[src/rtl/core/fbfl_pkg.sv]
// Shared types and constants for the fixed block free list allocator.
package fbfl_pkg;

  localparam int unsigned WordBytes  = 8;
  localparam int unsigned IndexSpace = 1024;
  localparam int unsigned IdxW       = 10;
  localparam int unsigned CountW     = 11;
  localparam int unsigned PoolW      = 24;
  localparam int unsigned BlkW       = 13;
  localparam int unsigned SizeW      = 14;
  localparam int unsigned OffW       = 23;
  localparam int unsigned CountMax   = 2047;

  typedef enum logic [1:0] {
    ACT_ALLOC   = 2'd0,
    ACT_FREE    = 2'd1,
    ACT_REBUILD = 2'd2
  } action_e;

  typedef enum logic [1:0] {
    STAT_DONE  = 2'd0,
    STAT_EMPTY = 2'd1,
    STAT_RANGE = 2'd2
  } status_e;

  typedef struct packed {
    logic [1:0]      action;
    logic [IdxW-1:0] block_index;
  } in_req_t;

  typedef struct packed {
    status_e           status;
    logic [IdxW-1:0]   granted_index;
    logic [OffW-1:0]   byte_offset;
    logic [CountW-1:0] free_count;
  } out_rsp_t;

endpackage

[src/rtl/core/fbfl_div.sv]
// Restoring divider, one quotient bit per cycle, for the block count.
module fbfl_div (
  input  logic                       clk_i,
  input  logic                       rst_ni,
  input  logic                       start_i,
  input  logic [fbfl_pkg::PoolW-1:0] dividend_i,
  input  logic [fbfl_pkg::SizeW-1:0] divisor_i,
  output logic                       done_o,
  output logic [fbfl_pkg::PoolW-1:0] quotient_o
);
  import fbfl_pkg::*;

  localparam int unsigned CntW = $clog2(PoolW);

  logic            busy_q, busy_d;
  logic            done_q, done_d;
  logic [CntW-1:0] cnt_q, cnt_d;
  logic [SizeW:0]  rem_q, rem_d;
  logic [PoolW-1:0] quo_q, quo_d;
  logic [SizeW-1:0] dsr_q, dsr_d;
  logic [SizeW:0]  rem_sh;
  logic            fits;

  assign rem_sh = {rem_q[SizeW-1:0], quo_q[PoolW-1]};
  assign fits   = rem_sh >= {1'b0, dsr_q};

  always_comb begin
    busy_d = busy_q;
    done_d = 1'b0;
    cnt_d  = cnt_q;
    rem_d  = rem_q;
    quo_d  = quo_q;
    dsr_d  = dsr_q;
    if (start_i) begin
      busy_d = 1'b1;
      cnt_d  = '0;
      rem_d  = '0;
      quo_d  = dividend_i;
      dsr_d  = divisor_i;
    end else if (busy_q) begin
      rem_d = fits ? (rem_sh - {1'b0, dsr_q}) : rem_sh;
      quo_d = {quo_q[PoolW-2:0], fits};
      cnt_d = cnt_q + 1'b1;
      if (cnt_q == CntW'(PoolW - 1)) begin
        busy_d = 1'b0;
        done_d = 1'b1;
      end
    end
  end

  always_ff @(posedge clk_i or negedge rst_ni) begin
    if (!rst_ni) begin
      busy_q <= 1'b0;
      done_q <= 1'b0;
      cnt_q  <= '0;
    end else begin
      busy_q <= busy_d;
      done_q <= done_d;
      cnt_q  <= cnt_d;
    end
  end

  always_ff @(posedge clk_i) begin
    rem_q <= rem_d;
    quo_q <= quo_d;
    dsr_q <= dsr_d;
  end

  assign done_o     = done_q;
  assign quotient_o = quo_q;

endmodule

[config.mk]
export PLATFORM = sky130hd
export DESIGN_NAME = fbfl_div
export DESIGN_NICKNAME = d
export VERILOG_FILES = /design/src/rtl/core/fbfl_pkg.sv /design/src/rtl/core/fbfl_div.sv
export SDC_FILE = /design/constraint.sdc
export NUM_CORES = 1
export LEC_CHECK = 0
export BUFFER_PORTS_ARGS = -buffer_cell sky130_fd_sc_hd__buf_2
export CAP_MARGIN = 20
export CORE_MARGIN = 3
export CORE_UTILIZATION = 50
export CTS_BUF_LIST = sky130_fd_sc_hd__clkbuf_4 sky130_fd_sc_hd__clkbuf_8 sky130_fd_sc_hd__clkbuf_16
export CTS_CLUSTER_DIAMETER = 150
export DETAILED_ROUTE_END_ITERATION = 7
export GPL_TIMING_DRIVEN = 1
export PLACE_DENSITY = 0.73
export RECOVER_POWER = 50
export SLEW_MARGIN = 15
export SYNTH_ARGS = -nofsm -noshare
export SYNTH_HDL_FRONTEND = slang
export SYNTH_SLANG_ARGS = --single-unit
[constraint.sdc]
create_clock -name clk_i -period 2.4 [get_ports clk_i]
set_input_delay 0.36 -clock clk_i [delete_from_list [all_inputs] [get_ports clk_i]]
set_output_delay 0.36 -clock clk_i [all_outputs]
set_load 0.01 [all_outputs]
### After elaboration in Yosys (flattened, before gate mapping)

Cells that the tools add are included.
W data, S select, Z words.

| cells by class | value |
|---|---|
| eq/ne operators | 1 |
| reductions and logical operators | 1 |
| $add $sub $neg | 2 |
| shift-type cells | 0 |
| bitwise gates (word level) | 0 |
| mux-type cells | 11 |
| multipliers | 0 |
| magnitude comparators | 1 |
| div/mod/pow operators | 0 |

Operator list:

| kind | number |
|---|---|
| $mux W24 | 2 |
| $ge A15 B14 Y1 | 1 |
| $mux W14 | 1 |
| $sub A14 B14 Y14 | 1 |
| $mux W5 | 2 |
| $mux W1 | 6 |
| $add A5 B1 Y5 const B | 1 |
| $eq A5 B5 Y1 const B | 1 |
| $reduce_bool A2 Y1 | 1 |

| storage, ports and cells | value |
|---|---|
| memory bits (read-only) | 0 |
| bits in latches | 0 |
| memories kept | 0 |
| register bits | 59 |
| RAM bits | 0 |
| output and inout port bits | 25 |

### Longest topological paths before layout

| depth | value |
|---|---|
| depth in word-level cells | 4 |
| gate-level depth with buffers | 10 |
| mapped depth without buffers | 10 |

### Worst setup path after synthesis

OpenSTA, ideal clock, no wires.

| timing path | value |
|---|---|
| path type | reg-to-reg |
| from | register quo_q[23] (netlist: quotient_o[23]) |
| to | register rem_q[10] |
| stages on the path, launching flop included | 11 |
| data required time | 2309 ps |
| clock period less this slack | 2324 ps |
| path slack | 76 ps |
| arrival | 2233 ps |
| library setup time | 91 ps |
| cells stage by stage | edfxtp_1 -> inv_1 -> ha_1 -> inv_1 -> fa_1 -> a211oi_1 -> o21ai_0 -> a41oi_1 -> xnor2_1 -> o21ai_1 -> a311oi_1 |

| between the ends | value |
|---|---|
| longest elaborated chain between the ends | 2 |
| elaborated cells on any way between the ends | 3 |

RTL lines:

| what | RTL line | RTL |
|---|---|---|
| start, declared | fbfl_div.sv:19 | `logic [PoolW-1:0] quo_q, quo_d;` |
| start signal, assigned | fbfl_div.sv:65 | `quo_q <= quo_d;` |
| $sub A14 B14 Y14 or $ge A15 B14 Y1 (tied branches) | fbfl_div.sv:41, fbfl_div.sv:25 |  |
| $mux W14 * | fbfl_div.sv:41 | `rem_d = fits ? (rem_sh - {1'b0, dsr_q}) : rem_sh;` |
| end signal, assigned | fbfl_div.sv:64 | `rem_q <= rem_d;` |
| end, declared | fbfl_div.sv:18 | `logic [SizeW:0] rem_q, rem_d;` |

Every way passes the cells marked *; elsewhere a longest branch is shown, timed or not.
A chain may end at the register's enable or synchronous reset.

### Worst setup path after layout

| timing path | value |
|---|---|
| from | register dsr_q[8] |
| to | register rem_q[4] |

| between the ends | value |
|---|---|
| longest elaborated chain between the ends | 2 |

RTL lines:

| what | RTL line | RTL |
|---|---|---|
| start, declared | fbfl_div.sv:20 | `logic [SizeW-1:0] dsr_q, dsr_d;` |
| start signal, assigned | fbfl_div.sv:66 | `dsr_q <= dsr_d;` |
| $ge A15 B14 Y1 | fbfl_div.sv:25 | `assign fits = rem_sh >= {1'b0, dsr_q};` |
| $mux W14 | fbfl_div.sv:41 |  |

Every way passes these cells.

==> metrics.csv <==
metric,value,unit
irDropWorstVdd,0.4852,mV
arrival,2.54,ns
timing.final.crit_share,95.71,%
drv_slew,0,
wl_per_cell,15.76,um
synth_edf_count,38,
layout_min_cycle_time,2.297,ns
path_buf_inv,2,
grt_antenna_before_repair,0,
tightest_slew,0.8494,ns
grt-ovfl-total,0,
yosysWarningCount,0,
synth_top_family_by_area,compound AO/OA/AOI/OAI gates,
antenna_cells,0,
fp-row-count,29,
core,6459,um2
grt_pass1_wl,11.34,mm
drc,0,
synthMuxAreaShare,8.293,%
wl,7.248,mm
status,"finished, final reports clean",
worst_slack,0.1029,ns
endpoint_kind,flop,
hold_viol_final,0,
vias_per_cell,5.617,
ys_types,65,
max_slew_margin,43.37,%
clk_latency,0.34,ns
worstSetupStartpoint,dsr_q[8],
fin_skew,0.006333,ns
max_freq,435.3,MHz
hold_path_class,in2reg,
synthArstFlopShare,11.86,%
p_per_area,909.8,nW/um2
dp_slack,-0.02913,ns
io-pin-count,66,
path_max_fanout,9,
pwr-share-clk,20.8,%
final_util,62.44,%
clkTransAtPathRegs,0.07,ns
worstPathCellList,inv_1 -> ha_1 -> and2_1 -> a211oi_2 -> or2_1 -> a21oi_4 -> buf_4 -> o21ai_1 -> a311oi_1,
ctsLongestPathBuffers,2,
startpoint_type,flop,
ant_nets,0,
r2r_start,dsr_q[8],
dieWidth,88.22,um
cts-htree-levels,3,
die_h,88.22,um
track_usage,19.10,%
worstHoldStart,divisor_i[7],
synth_nets,353,
setup_viol,0,
firstDrtPassIters,4,
synthSimpleGateAreaFrac,12.33,%
p_sw_share,36.09,%
power_frac_comb,41.8,%
crit_type,reg2reg,
synth_seq_cells,59,
syn-mean-instance-area,11.46,um2
syn-cell-area,3379,um2
via_count,2584,
ys_top_cells_by_area,"edfxtp_1, dfxtp_1, mux2_2",
io_buffers,65,
fp.dieArea,7782,um2
max-cap-violations,0,
grt_pass1_vias,2468,
yosys.area.top_type,edfxtp_1,
power.internal,2.345,mW
synth_cells,295,
p_switching,1.324,mW
p_seq_share,37.4,%
drive_gt1_share,32.90,%
cp_top_family,compound AO/OA/AOI/OAI gates,
cts_tree,built,
gp_congestion,0.8757,
ys_seq_area_share,47.24,%
synthFlopType,edfxtp_1,
worst_path_largest_cell_delay,0.39,ns
synthAdderAreaFrac,6.516,%
first_iter_violations,144,
clock-sinks,59,
syn_to_final_growth,19.33,%
initial_utilization,52.32,%
finalNetCount,436,
crit_required,2.64,ns
grt_max_degree,25,
slowest_stage,ha_1,
cts_root_buf,clkbuf_8,
dpl.hpwl,5.237,mm
synth_compound_area_share,16.99,%
power_leakage,1.706,nW
setup_tns,0,ns
synth_xor_area_share,3.110,%
cts_buffers,9,
synth_top_area_share,33.77,%
## logic make-up after synthesis
kind of cell               after synthesis
muxes                                   25
DFF                                     59
buffers and inverters                   32
xor gates and xnor gates                12
AOI/OAI and AO/OA                       73
and+or+nand+nor                         77
adders and majority gates               17
## cell type report
cell class              instances  area (um2)
well taps                      77       96.34
fillers                       535        2426
flip-flops and latches         59        1597
clock inverters                 6       32.53
multi-input cells             204        1633
inverters                      15       56.30
repair buffers                 89       486.7
clock buffers                  10       131.4
## worst register-to-register path, cell delays in order (launching register included)
cell and delay [ns]:
edfxtp_1 0.34, inv_1 0.04, ha_1 0.39, and2_1 0.21, a211oi_2 0.09, or2_1 0.30, a21oi_4 0.30, buf_4 0.18
o21ai_1 0.08, a311oi_1 0.27
## cell usage in the layout, fill, tap and decap left out, types with 5 or more instances in the layout
cell / count
buf_2: 46
edfxtp_1: 38
mux2_2: 23
nor2_1: 23
clkbuf_1: 21
buf_4: 19
ha_1: 16
inv_1: 15
dfxtp_1: 14
nand2_1: 11
o21ai_0: 11
clkbuf_8: 9
nand3_1: 8
xor2_1: 7
o21ai_1: 7
dfrtp_1: 7
a21o_1: 6
o211ai_1: 6
a311oi_1: 6
xnor2_1: 5
## layer usage
layer	wire [um]	GRT usage (%)
met2	3713	31.27
met3	336	5.959
met1	3096	23.73
met4	101	7.280
met5	0	0
## sequential cells by signal (all words and copies together) (netlist names)
| signal | count |
|---|---|
| rem_q | 14 |
| quotient_o | 24 |
| dsr_q | 14 |
| busy_q | 1 |
| cnt_q | 5 |
| done_o | 1 |
## metrics by stage
stage / std cells / hold slack (ns) / power (mW) / cell area (um2)
2_1_floorplan: 295 / 0.06441 / 2.410 / 3379
6_report: 460 / 0.1930 / 3.669 / 4033
5_1_grt: 460 / 0.1773 / 3.899 / 4033
3_5_place_dp: 442 / 0.2077 / 2.859 / 3849
3_3_place_gp: 442 / 0.1995 / 2.831 / 3849
4_1_cts: 459 / 0.1794 / 3.653 / 4030
## worst paths after layout
path	end	slack (ns)	depth (start not counted)
worst max-delay path	rem_q[4]	0.10	9
worst min-delay path	dsr_q[7]	0.19	1
worst max register to register	rem_q[4]	0.10	9
worst min register to register	rem_q[9]	0.51	2
max in group asynchronous	cnt_q[4]	1.66	2
min in group asynchronous	cnt_q[1]	0.46	2
## cell usage after synthesis, types with 3 or more instances
master and instances:
nand2b_1 3, o21ai_1 6, a21oi_1 3, dfxtp_1 14, inv_1 15, a311oi_1 6
o21ai_0 12, xor2_1 7, nor4_1 3, ha_1 16, or3b_2 3, nand2_1 11
edfxtp_1 38, clkbuf_1 6, nand3_1 8, o211ai_1 6, clkbuf_8 4, xnor2_1 5
dfrtp_1 7, nor2_1 23, nand4_1 4, a21o_1 6, mux2_2 24, nor3b_1 4
o311ai_1 3, a211oi_1 5
## power groups by stage
stage               Combinational [mW]  Clock, mW  Sequential [mW]
CTS                               1.50      0.790             1.37
global placement                  1.45          0             1.38
floorplan                         1.02          0             1.39
detailed placement                1.47          0             1.39
global route                      1.67      0.835             1.39
finish                            1.53      0.764             1.37
## repair_timing
item / CTS / global route
hold buffers: 1 / 0
pin swaps: 1 / 3
buffers inserted: 0 / 1
gates cloned: 0 / 0
hold endpoints to repair: 7 / 0
resized for setup: 2 / 5
setup endpoints to repair: 1 / 12
(Power assumes the default switching activity.)
